`src/dedup_jump_history_defines.svh`:
```
// Assertion macros for the jump history block.
// Included by the modules that carry concurrent assertions; needs no package.
`ifndef DEDUP_JUMP_HISTORY_DEFINES_SVH
`define DEDUP_JUMP_HISTORY_DEFINES_SVH
`ifndef SYNTHESIS
`define DJH_ASSERT(lbl, clk, rst, prop, msg) \
   lbl: assert property (@(posedge clk) disable iff (rst) prop) else $error(msg);
`define DJH_ASSERT_IMPL(lbl, clk, rst, pre, post, msg) \
   lbl: assert property (@(posedge clk) disable iff (rst) (pre) |-> (post)) else $error(msg);
`else
`define DJH_ASSERT(lbl, clk, rst, prop, msg)
`define DJH_ASSERT_IMPL(lbl, clk, rst, pre, post, msg)
`endif
`endif

```
`src/djh_pkg.sv`:
```
// Types and constants shared by the jump history block.
// No dependencies.
`timescale 1ns / 1ps
package djh_pkg;

   localparam int LINE_W = 31;

   localparam logic [1:0] FUNC_PUSH = 2'd0;
   localparam logic [1:0] FUNC_PREV = 2'd1;
   localparam logic [1:0] FUNC_NEXT = 2'd2;
   localparam logic [1:0] FUNC_NOP  = 2'd3;

   // register index as seen in paddr[2]
   localparam logic CSR_MAX_ENTRIES = 1'b0;

   localparam logic [7:0] RESET_MAX_ENTRIES = 8'd100;

   typedef struct packed {
      logic [1:0]        func;
      logic [LINE_W-1:0] line;
   } req_type;

   typedef struct packed {
      logic              found;
      logic [LINE_W-1:0] target_line;
   } rsp_type;

endpackage

```
`src/dedup_jump_history.sv`:
```
// Top level of the jump history block: sequencer around one history memory.
// Depends on djh_pkg and dedup_jump_history_defines.svh.
`timescale 1ns / 1ps
`include "dedup_jump_history_defines.svh"
// Usage:
//   A command word (func, line) is taken when start is high and busy is low.
//   Push stores a line, removing an older copy of it and evicting one entry at
//   the limit; previous and next push the cursor line and then walk the list
//   for the nearest different line.
//   Each command gives exactly one result word on rsp_data, marked by a
//   single-cycle rsp_strobe; the receiver cannot stall, so the word must be
//   taken in that cycle.
//   The unused function code answers in the next cycle. Other commands step
//   through the history: each entry searched, each entry moved in a remove or
//   insert shift, and each entry walked is one visit. Each entry visit is one
//   read of the single history memory through its registered read port, then
//   a compare or a write. One command is in flight at a time; busy is high
//   while any command other than the unused function code runs.
//   Reset empties the history and sets max_entries to 100; the memory itself
//   is not cleared, since only stored entries are ever read.
//   max_entries is written over the APB-style port at byte address 0.
module dedup_jump_history
   import djh_pkg::*;
#(
   parameter int CAPACITY = 128
) (
   input  logic          clock,
   input  logic          reset,
   input  logic          start,
   output logic          busy,
   input  req_type       req_data,
   output logic          rsp_strobe,
   output rsp_type       rsp_data,
   input  logic          psel,
   input  logic          penable,
   input  logic          pwrite,
   input  logic [2:0]    paddr,
   input  logic [31:0]   pwdata,
   output logic [31:0]   prdata,
   output logic          pready
);

   localparam int AW = $clog2(CAPACITY);
   localparam int CW = $clog2(CAPACITY + 1);

   localparam logic [3:0] ST_IDLE    = 4'd0;
   localparam logic [3:0] ST_SB_RD   = 4'd1;
   localparam logic [3:0] ST_SB_CMP  = 4'd2;
   localparam logic [3:0] ST_SF_RD   = 4'd3;
   localparam logic [3:0] ST_SF_CMP  = 4'd4;
   localparam logic [3:0] ST_RM_RD   = 4'd5;
   localparam logic [3:0] ST_RM_WR   = 4'd6;
   localparam logic [3:0] ST_EV      = 4'd7;
   localparam logic [3:0] ST_INS     = 4'd8;
   localparam logic [3:0] ST_INS_RD  = 4'd9;
   localparam logic [3:0] ST_INS_WR  = 4'd10;
   localparam logic [3:0] ST_NAV_RD  = 4'd11;
   localparam logic [3:0] ST_NAV_CMP = 4'd12;

   logic [LINE_W-1:0] mem [CAPACITY];

   logic [3:0]        state_ff, state_in;
   logic [1:0]        func_ff, func_in;
   logic [LINE_W-1:0] line_ff, line_in;
   logic [CW-1:0]     idx_ff, idx_in;
   logic [CW-1:0]     pos_ff, pos_in;
   logic [CW-1:0]     count_ff, count_in;
   logic [CW-1:0]     cursor_ff, cursor_in;
   logic              evict_ff, evict_in;
   logic [7:0]        max_entries_ff;
   logic              rsp_strobe_ff, rsp_strobe_in;
   rsp_type           rsp_data_ff, rsp_data_in;
   logic [LINE_W-1:0] rd_data_ff;

   logic              rd_en, wr_en;
   logic [AW-1:0]     rd_addr, wr_addr;
   logic [LINE_W-1:0] wr_data;
   logic [CW-1:0]     idx_inc, idx_dec, cursor_inc, cursor_dec, count_dec;
   logic [CW-1:0]     limit;
   logic              csr_write;

   assign idx_inc    = idx_ff + CW'(1);
   assign idx_dec    = idx_ff - CW'(1);
   assign cursor_inc = cursor_ff + CW'(1);
   assign cursor_dec = cursor_ff - CW'(1);
   assign count_dec  = count_ff - CW'(1);

   // clamp the limit to 1 .. CAPACITY
   always_comb begin
      if (max_entries_ff == 8'd0) begin
         limit = CW'(1);
      end else if (32'(max_entries_ff) > 32'(CAPACITY)) begin
         limit = CW'(CAPACITY);
      end else begin
         limit = CW'(max_entries_ff);
      end
   end

   always_comb begin
      state_in      = state_ff;
      func_in       = func_ff;
      line_in       = line_ff;
      idx_in        = idx_ff;
      pos_in        = pos_ff;
      count_in      = count_ff;
      cursor_in     = cursor_ff;
      evict_in      = evict_ff;
      rsp_strobe_in = 1'b0;
      rsp_data_in   = rsp_data_ff;
      rd_en         = 1'b0;
      rd_addr       = idx_ff[AW-1:0];
      wr_en         = 1'b0;
      wr_addr       = idx_ff[AW-1:0];
      wr_data       = rd_data_ff;
      unique case (state_ff)
         ST_IDLE: begin
            if (start) begin
               func_in = req_data.func;
               line_in = req_data.line;
               idx_in  = cursor_ff;
               if (req_data.func == FUNC_NOP) begin
                  rsp_strobe_in = 1'b1;
                  rsp_data_in   = '0;
               end else begin
                  state_in = ST_SB_RD;
               end
            end
         end
         // back part, from its tail
         ST_SB_RD: begin
            if (idx_ff == '0) begin
               idx_in   = cursor_ff;
               state_in = ST_SF_RD;
            end else begin
               rd_en    = 1'b1;
               rd_addr  = idx_dec[AW-1:0];
               state_in = ST_SB_CMP;
            end
         end
         ST_SB_CMP: begin
            idx_in = idx_dec;
            if (rd_data_ff == line_ff) begin
               pos_in   = idx_dec;
               evict_in = 1'b0;
               state_in = ST_RM_RD;
            end else begin
               state_in = ST_SB_RD;
            end
         end
         // forward part, from its head
         ST_SF_RD: begin
            if (idx_ff >= count_ff) begin
               state_in = ST_EV;
            end else begin
               rd_en    = 1'b1;
               rd_addr  = idx_ff[AW-1:0];
               state_in = ST_SF_CMP;
            end
         end
         ST_SF_CMP: begin
            if (rd_data_ff == line_ff) begin
               pos_in   = idx_ff;
               evict_in = 1'b0;
               state_in = ST_RM_RD;
            end else begin
               idx_in   = idx_inc;
               state_in = ST_SF_RD;
            end
         end
         // close the gap at pos: move each later entry down by one
         ST_RM_RD: begin
            if (idx_inc < count_ff) begin
               rd_en    = 1'b1;
               rd_addr  = idx_inc[AW-1:0];
               state_in = ST_RM_WR;
            end else begin
               count_in = count_dec;
               if (pos_ff < cursor_ff) begin
                  cursor_in = cursor_dec;
               end
               state_in = evict_ff ? ST_INS : ST_EV;
            end
         end
         ST_RM_WR: begin
            wr_en    = 1'b1;
            wr_addr  = idx_ff[AW-1:0];
            idx_in   = idx_inc;
            state_in = ST_RM_RD;
         end
         ST_EV: begin
            if ((count_ff >= limit) && (count_ff != '0)) begin
               evict_in = 1'b1;
               state_in = ST_RM_RD;
               if (cursor_ff != '0) begin
                  pos_in = '0;
                  idx_in = '0;
               end else begin
                  pos_in = count_dec;
                  idx_in = count_dec;
               end
            end else begin
               state_in = ST_INS;
            end
         end
         ST_INS: begin
            if (count_ff >= CW'(CAPACITY)) begin
               if (func_ff == FUNC_PUSH) begin
                  rsp_strobe_in = 1'b1;
                  rsp_data_in   = '0;
                  state_in      = ST_IDLE;
               end else begin
                  state_in = ST_NAV_RD;
               end
            end else begin
               idx_in   = count_ff;
               state_in = ST_INS_RD;
            end
         end
         // open a slot at the cursor: move entries up by one, top first
         ST_INS_RD: begin
            if (idx_ff > cursor_ff) begin
               rd_en    = 1'b1;
               rd_addr  = idx_dec[AW-1:0];
               state_in = ST_INS_WR;
            end else begin
               wr_en     = 1'b1;
               wr_addr   = cursor_ff[AW-1:0];
               wr_data   = line_ff;
               cursor_in = cursor_inc;
               count_in  = count_ff + CW'(1);
               if (func_ff == FUNC_PUSH) begin
                  rsp_strobe_in = 1'b1;
                  rsp_data_in   = '0;
                  state_in      = ST_IDLE;
               end else begin
                  state_in = ST_NAV_RD;
               end
            end
         end
         ST_INS_WR: begin
            wr_en    = 1'b1;
            wr_addr  = idx_ff[AW-1:0];
            idx_in   = idx_dec;
            state_in = ST_INS_RD;
         end
         ST_NAV_RD: begin
            if (func_ff == FUNC_PREV) begin
               if (cursor_ff == '0) begin
                  rsp_strobe_in = 1'b1;
                  rsp_data_in   = '0;
                  state_in      = ST_IDLE;
               end else begin
                  rd_en    = 1'b1;
                  rd_addr  = cursor_dec[AW-1:0];
                  state_in = ST_NAV_CMP;
               end
            end else begin
               if (cursor_ff >= count_ff) begin
                  rsp_strobe_in = 1'b1;
                  rsp_data_in   = '0;
                  state_in      = ST_IDLE;
               end else begin
                  rd_en    = 1'b1;
                  rd_addr  = cursor_ff[AW-1:0];
                  state_in = ST_NAV_CMP;
               end
            end
         end
         ST_NAV_CMP: begin
            cursor_in = (func_ff == FUNC_PREV) ? cursor_dec : cursor_inc;
            if (rd_data_ff != line_ff) begin
               rsp_strobe_in           = 1'b1;
               rsp_data_in.found       = 1'b1;
               rsp_data_in.target_line = rd_data_ff;
               state_in                = ST_IDLE;
            end else begin
               state_in = ST_NAV_RD;
            end
         end
         default: begin
            state_in = ST_IDLE;
         end
      endcase
   end

   always_ff @(posedge clock) begin
      if (reset) begin
         state_ff      <= ST_IDLE;
         count_ff      <= '0;
         cursor_ff     <= '0;
         evict_ff      <= 1'b0;
         rsp_strobe_ff <= 1'b0;
      end else begin
         state_ff      <= state_in;
         count_ff      <= count_in;
         cursor_ff     <= cursor_in;
         evict_ff      <= evict_in;
         rsp_strobe_ff <= rsp_strobe_in;
      end
   end

   always_ff @(posedge clock) begin
      func_ff     <= func_in;
      line_ff     <= line_in;
      idx_ff      <= idx_in;
      pos_ff      <= pos_in;
      rsp_data_ff <= rsp_data_in;
   end

   // history memory: one write port, one registered read port
   always_ff @(posedge clock) begin
      if (wr_en) begin
         mem[wr_addr] <= wr_data;
      end
   end

   always_ff @(posedge clock) begin
      if (rd_en) begin
         rd_data_ff <= mem[rd_addr];
      end
   end

   assign csr_write = psel && penable && pwrite;

   always_ff @(posedge clock) begin
      if (reset) begin
         max_entries_ff <= RESET_MAX_ENTRIES;
      end else if (csr_write && (paddr[2] == CSR_MAX_ENTRIES)) begin
         max_entries_ff <= pwdata[7:0];
      end
   end

   assign prdata     = (paddr[2] == CSR_MAX_ENTRIES) ? {24'd0, max_entries_ff} : 32'd0;
   assign pready     = 1'b1;
   assign busy       = (state_ff != ST_IDLE);
   assign rsp_strobe = rsp_strobe_ff;
   assign rsp_data   = rsp_data_ff;

   `DJH_ASSERT(a_cursor_in_list, clock, reset, cursor_ff <= count_ff, "cursor past stored count")
   `DJH_ASSERT(a_count_in_cap, clock, reset, count_ff <= CW'(CAPACITY), "count above capacity")
   `DJH_ASSERT_IMPL(a_no_rw_overlap, clock, reset, wr_en, !rd_en, "read and write in one cycle")
   `DJH_ASSERT_IMPL(a_result_at_idle, clock, reset, rsp_strobe_ff, state_ff == ST_IDLE, "result word while busy")
   `DJH_ASSERT_IMPL(a_miss_is_zero, clock, reset, rsp_strobe_ff && !rsp_data_ff.found, rsp_data_ff.target_line == '0, "miss with nonzero line")

endmodule
```
`config.mk`:
```
export PLATFORM = sky130hd
export DESIGN_NAME = dedup_jump_history
export DESIGN_NICKNAME = d
export VERILOG_FILES = /design/src/djh_pkg.sv /design/src/dedup_jump_history.sv
export VERILOG_INCLUDE_DIRS = /design/src /design/src/src
export SDC_FILE = /design/constraint.sdc
export NUM_CORES = 2
export LEC_CHECK = 0
export BUFFER_PORTS_ARGS = -buffer_cell sky130_fd_sc_hd__buf_4
export CAP_MARGIN = 30
export CELL_PAD_IN_SITES_DETAIL_PLACEMENT = 1
export CELL_PAD_IN_SITES_GLOBAL_PLACEMENT = 1
export CORE_AREA = 2 2 692 694
export CTS_BUF_LIST = sky130_fd_sc_hd__clkbuf_4
export CTS_CLUSTER_DIAMETER = 120
export DETAILED_ROUTE_END_ITERATION = 12
export DIE_AREA = 0 0 694 696
export HOLD_SLACK_MARGIN = 0.06
export PLACE_DENSITY_LB_ADDON = 0.05
export SKIP_LAST_GASP = 1
export SLEW_MARGIN = 30
export SYNTH_ARGS = -nofsm -noshare
export SYNTH_HDL_FRONTEND = slang
export SYNTH_SLANG_ARGS = --single-unit
```
`constraint.sdc`:
```
create_clock -name clock -period 4.6 [get_ports clock]
set_clock_uncertainty 0.1 [all_clocks]
set_input_delay 0.23 -clock clock [delete_from_list [all_inputs] [get_ports clock]]
set_output_delay 0.23 -clock clock [all_outputs]
set_load 0.05 [all_outputs]
```
-- Word level (Yosys, flattened, before mapping)
Memories as Yosys holds them, arrays and structs flattened. A register that Yosys moved wholly into a read port is not among the register bits.
Cells that the tools add are included.
- add/subtract/negate cells: 6
- eq/ne operators: 33
- multiplexer cells: 84
- $lt $le $gt $ge: 8
- reduce and logical (&&, ||, !) cells: 29
- bitwise operators: 1
- operators with widths (kind ; number):
    $mux W32 ; 9
    $pmux W32 S5 ; 1
    $mux W8 ; 17
    $mux W31 ; 2
    $mux W7 ; 8
    $pmux W8 S7 ; 1
    $pmux W4 S13 ; 1
    $mux W4 ; 12
    $pmux W8 S3 ; 2
    $eq A31 B31 Y1 ; 1
    $ne A31 B31 Y1 ; 1
    $ne A2 B2 Y1 const B ; 14
    $pmux W7 S4 ; 1
    $add A8 B1 Y8 const B ; 3
    $ge A8 B8 Y1 ; 3
    $logic_not A8 Y1 ; 3
    $sub A8 B1 Y8 const B ; 3
    $mux W1 ; 22
    $eq A4 B4 Y1 const B ; 5
    $eq A4 B3 Y1 const B ; 4
    $lt A8 B8 Y1 ; 2
    $pmux W8 S2 ; 1
    $reduce_bool A8 Y1 ; 2
    $pmux W1 S5 ; 2
    27 further kinds ; 41
- memories: 1
- logic and storage cells: 174
- output and inout bits: 67
- bits in registers: 111
- memory bits (writable): 3968
- memory list (memory ; words ; bits a word ; rd ports ; clocked after Yosys merged registers in ; wr ports ; line ; text):
    mem ; 128 ; 31 ; 1 ; 1 ; 1 ; dedup_jump_history.sv:60 ; logic [LINE_W-1:0] mem [CAPACITY];

-- Depth between registers and ports, before layout
- word-level depth: 7
- gate-level depth with buffers: 25
- mapped depth without buffers: 17

-- Worst setup path before layout
No wires, ideal clock.
- path kind: register to register
- start point: register idx_ff[0]
- end point: memory mem[0][0] (data pin)
- setup slack: -459 ps
- period minus slack after synthesis: 5059 ps
- buffers on the path: 5
- data arrival time: 4448 ps
- cell stages (with the launch flop): 14
- library setup time: 511 ps
- cell sequence: edfxtp_1 clkbuf_1 inv_1 ha_1 and4_1 nand2b_1 o2bb2ai_1 nand2b_1 clkbuf_1 clkbuf_1 clkbuf_1 buf_1 nand2_1 nand2_1
- word-level cells in the longest chain between the ends: 3
- RTL lines (item ; line ; text):
    start: declaration ; dedup_jump_history.sv:65 ; logic [CW-1:0] idx_ff, idx_in;
    start signal: assignment ; dedup_jump_history.sv:305 ; idx_ff <= idx_in;
    $gt A8 B8 Y1 ; dedup_jump_history.sv:221 ; if (idx_ff > cursor_ff) begin
    $mux W31 ; dedup_jump_history.sv:221 ;
    $mux W31 ; dedup_jump_history.sv:115 ; unique case (state_ff)
    named net wr_data[0] ; dedup_jump_history.sv:77 ; logic [LINE_W-1:0] wr_data;
    end: declaration ; dedup_jump_history.sv:60 ;
The timed path passes the listed nets, and every way through them passes these cells.

-- Final worst setup path
- start point: register idx_ff[2]
- end point: register rd_data_ff[13] (read register of mem) (data pin)
- word-level cells in the longest chain between the ends: 4
- elaborated cells between the ends (all ways): 18
- those cells by class: 2 x add/sub; 3 x order compare; 12 x mux; 1 x reduce/logical
- RTL lines (item ; line ; text):
    $add A8 B1 Y8 ; dedup_jump_history.sv:82 ; assign idx_inc = idx_ff + CW'(1);
    $lt A8 B8 Y1 ; dedup_jump_history.sv:172 ; if (idx_inc < count_ff) begin
    $mux W1 or $mux W7 (tied branches) ; dedup_jump_history.sv:172 ;
    $pmux W1 S5 or $pmux W7 S4 (tied branches) ; dedup_jump_history.sv:115 ;
    end: declaration ; dedup_jump_history.sv:73 ; logic [LINE_W-1:0] rd_data_ff;
Parallel ways exist; a longest one is shown, timed or not.
A chain may end at the register's enable or synchronous reset.

==> metrics.md <==
| Metric | Value |
|---|---|
| Slew @ Worst Pin | around 1100 ps |
| Failing checks | setup timing |
| Antenna Violating Nets Remaining | 0 |
| Max rail drop VDD | approximately 0.29 mV |
| Critical Path Max Stage Delay | ~500 ps |
| Mean Syn Cell Area | between 10 and 15 um^2 |
| Busiest grt layer | met2 |
| Global-route wire length before repair | between 1000000 and 1500000 um |
| Critical Path AT | ~6900 ps |
| Core area | ~480000 um^2 |
| CP required | 5870 ps |
| Port Buffers | 89 |
| Max Clock Freq | around 180 MHz |
| Slowest cell on the critical path | edfxtp_1 |
| Min Hold Slack | slightly below 300 ps |
| Synth top area share | 73.9% |
| Total track usage | around a third |
| Met3 GRT Util | between 6 and 7% |
| Synthesized area | roughly 170000 um^2 |
| Num CTS Buffers | between 1k and 1.5k |
| Yosys cell types | just over 90 |
| Final Cycle Share | 123% |
| Sequential share of the synthesized area | between 70% and 80% |
| Die H | slightly below 700 um |
| DRC Markers | 0 |
| Global route overflow | 0 |
| Synth top area cells | edfxtp_1 74%, nand2_1 6.1%, nand3_1 3.1%, mux4_2 2.3%, a21oi_1 1.4% |
| Clk root buf | clkbuf_4 |
| Vias/cell | between 5 and 6 |
| Yosys reg bits | 4110 |
| Placer congestion estimate | ~0.91 |
| Drt wl/cell | about 36 um |
| Synthesized instance count | about 12k |
| Status | finished, violations left |
| Post-layout minimum cycle time | 5670 ps |
| Cell Pwr Density | slightly below 500 nW/um^2 |
| HP Class | primary input to flip-flop |
| Clock Latency Late Sink | 1880 ps |
| GRT met1 Usage | about 42% |
| Fill count | around 48k |
| Tot Pwr | 106 mW |
| Layout cells sized above 1 | 31.2% |
| WS Path Type | flip-flop to flip-flop |
| Layout Nets | between 10k and 15k |
| Site row count | roughly 250 |
| Max-slew violations | 0 |
| Yosys top cell by area | edfxtp_1 |
| Leakage | 75.8 nW |
| Crit path max fanout | 9 |
| Critical path launch point type | flip-flop |
| Final worst slack | -1070 ps |
| Setup TNS | -23080 ps |
| Pre-CTS setup slack | -2210 ps |
| RSZ-0062 raised after global routing | true |
| Util after Layout | between 40% and 50% |
| Final Hold Viols | 0 |
| CP most frequent cell | buf_4 |
| DP Wirelength | roughly 510000 um |
| Syn-to-layout area delta | 30.1% |
| Max transition margin | between 20% and 30% |
| CP cell instances | nand3_4 > nor2_4 > nand3_4 > xnor2_4 > ha_4 > nand4_1 > a21oi_2 > buf_4 > o21ai_4 > buf_6 > o2111ai_2 > buf_4 > a21o_4 > buf_4 > buf_8 > buf_12 > nor2_1 > buf_4 > o211ai_1 > o211ai_1 > nor3_4 > nand4_1 |
| # clock sinks | just over 4k |
| Clock slew at reported path FFs | roughly 70 ps |
| CTS tree | done |
| Full die area | roughly 480000 um^2 |
| H-tree Lvls | 7 |
| CTS max path bufs | 5 |
| DR pass1 iterations | 8 |
| Met2 Use GR | 49.7% |
| DRT Wirelength | 777000 um |
| Synth warnings | 0 |
| Setup crit end kind | flip-flop |
| # IOs | around 140 |
| Vias post-DR | ~120k |
| Number of synthesized flops with an enable pin | approximately 4.1k |
| Max-Cap Viols | 0 |
| Ys flop type | edfxtp_1 |
| Initial antenna violation count | 73 |
| Initial DRC count | approximately 14k |
| Die Width | slightly below 700 um |
| Final setup vio count | 31 |
| Vias in the first global route | 125k |
| Initial Util | 34.8% |
| Largest net degree at the start of global routing | 81 |
| Async S/R FF share, synth | 0% |
==> final cells by class <==
class	instances	area, um^2	share of cell area (%)
clock inverters	263	1150	0.534
multi-input cells	6818	42800	19.9
well taps	6272	7850	3.64
diodes	55	138	0.0638
inverters	42	158	0.0731
repair buffers	2389	27500	12.7
flip-flops and latches	4110	123000	57.1
clock buffers	1737	13000	6.04
==> registers in the layout, indices dropped and copies added (netlist names) <==
signal / count
mem: 3968
rsp_data: 32
line_ff: 31
rd_data_ff: 31
count_ff: 8
cursor_ff: 8
idx_ff: 8
max_entries_ff: 8
pos_ff: 8
state_ff: 4
func_ff: 2
evict_ff: 1
rsp_strobe: 1
==> timing repair <==
item / CTS / global route
hold buffers: 179 / 0
endpoints found under the setup margin: 31 / 43
buffers inserted: 99 / 180
endpoints found under the hold margin: 136 / 0
pin swaps: 104 / 155
cloned: 18 / 23
gates resized for setup: 424 / 382
==> path summary, 6_finish.rpt <==
check / depth (start not counted) / slack [ps] / startpoint / end
setup reg to reg: 22 / -1070 / idx_ff[2] / rd_data_ff[13]
hold reg to reg: 2 / 510 / evict_ff / evict_ff
hold / removal: 4 / 290 / req_data[29] / line_ff[29]
setup / recovery: 22 / -1070 / idx_ff[2] / rd_data_ff[13]
==> metal layers <==
metal	wire [um]	up-vias
met5	38	-
met4	33700	6
met3	63400	1176
met2	359000	5884
met1	321000	65500
li1	-	51200
==> placed cells by master (no fill, tap or decap), types with 35 or more instances in the layout <==
master         netlist  final
a211oi_1           182    144
a21oi_1            449    413
a22oi_1             66     50
a311oi_1           157    118
a311oi_2             0     35
a31oi_1            199    170
and3_1             179    174
buf_12               0    542
buf_16               0     45
buf_4              125   1439
buf_6               17    121
clkbuf_4             0   1737
clkinv_1             1    221
diode_2              0     55
dlygate4sd3_1        0    178
edfxtp_1          4080   4080
ha_1                55     51
inv_1               41     39
mux2i_1            155    155
mux4_2             168    168
nand2_1           2696   2633
nand3_1           1038   1015
nand4_1             75     75
nor2_1             347    192
nor2_4               1    151
nor3_1             104     81
o211ai_1            48     48
o21ai_0            159    127
o221ai_1            51     46
o22ai_1             73     64
xnor2_1             42     40
==> worst max-delay path, delay by kind of cell (launching register included) <==
family          cells  cell delay (ps)
flops               1              500
compound gates      6             1180
xor+xnor            1              160
buf+inv             7             1290
fa+ha+maj           1              300
simple gates        7             1670
==> synthesized netlist by cell type (42+ instances only) <==
cell type	count
o211ai_1	48
ha_1	55
o221ai_1	51
xnor2_1	42
a311oi_1	157
nand4_1	75
nor3_1	104
o22ai_1	73
clkbuf_1	181
buf_4	125
nand2_1	2696
mux2i_1	155
nor2_1	347
and3_1	179
buf_1	70
edfxtp_1	4080
mux4_2	168
nand3_1	1038
a22oi_1	66
o21ai_0	159
a211oi_1	182
a31oi_1	199
nor4_1	50
a21oi_1	449
buf_2	399
==> power by group <==
group	switching, mW	internal [mW]
Clock	16.2	17.5
Sequential	0.305	43.1
Combinational	18.9	10.3
Total	35.4	70.9
==> through the flow <==
step	cells	cell area [um^2]
detailed placement	19200	193000
finish	21700	216000
global placement	19200	192000
global route	21700	216000
floorplan	11800	166000
CTS	21500	212000
==> logic make-up (layout without fill, tap and decap cells) <==
kind of cell               Yosys count  count (layout)  synth area share (%)
and+or+nand+nor                   4639            4639                  12.1
DFF                               4110            4110                  74.3
AOI/OAI and AO/OA                 1695            1695                  6.97
buffers and inverters              834            4431                  2.55
muxes                              345             345                  3.37
xor gates and xnor gates            59              59                 0.312
adders and majority gates           55              55                 0.415
other                                2              80               0.00453
Power figures use the tool's default switching activity.
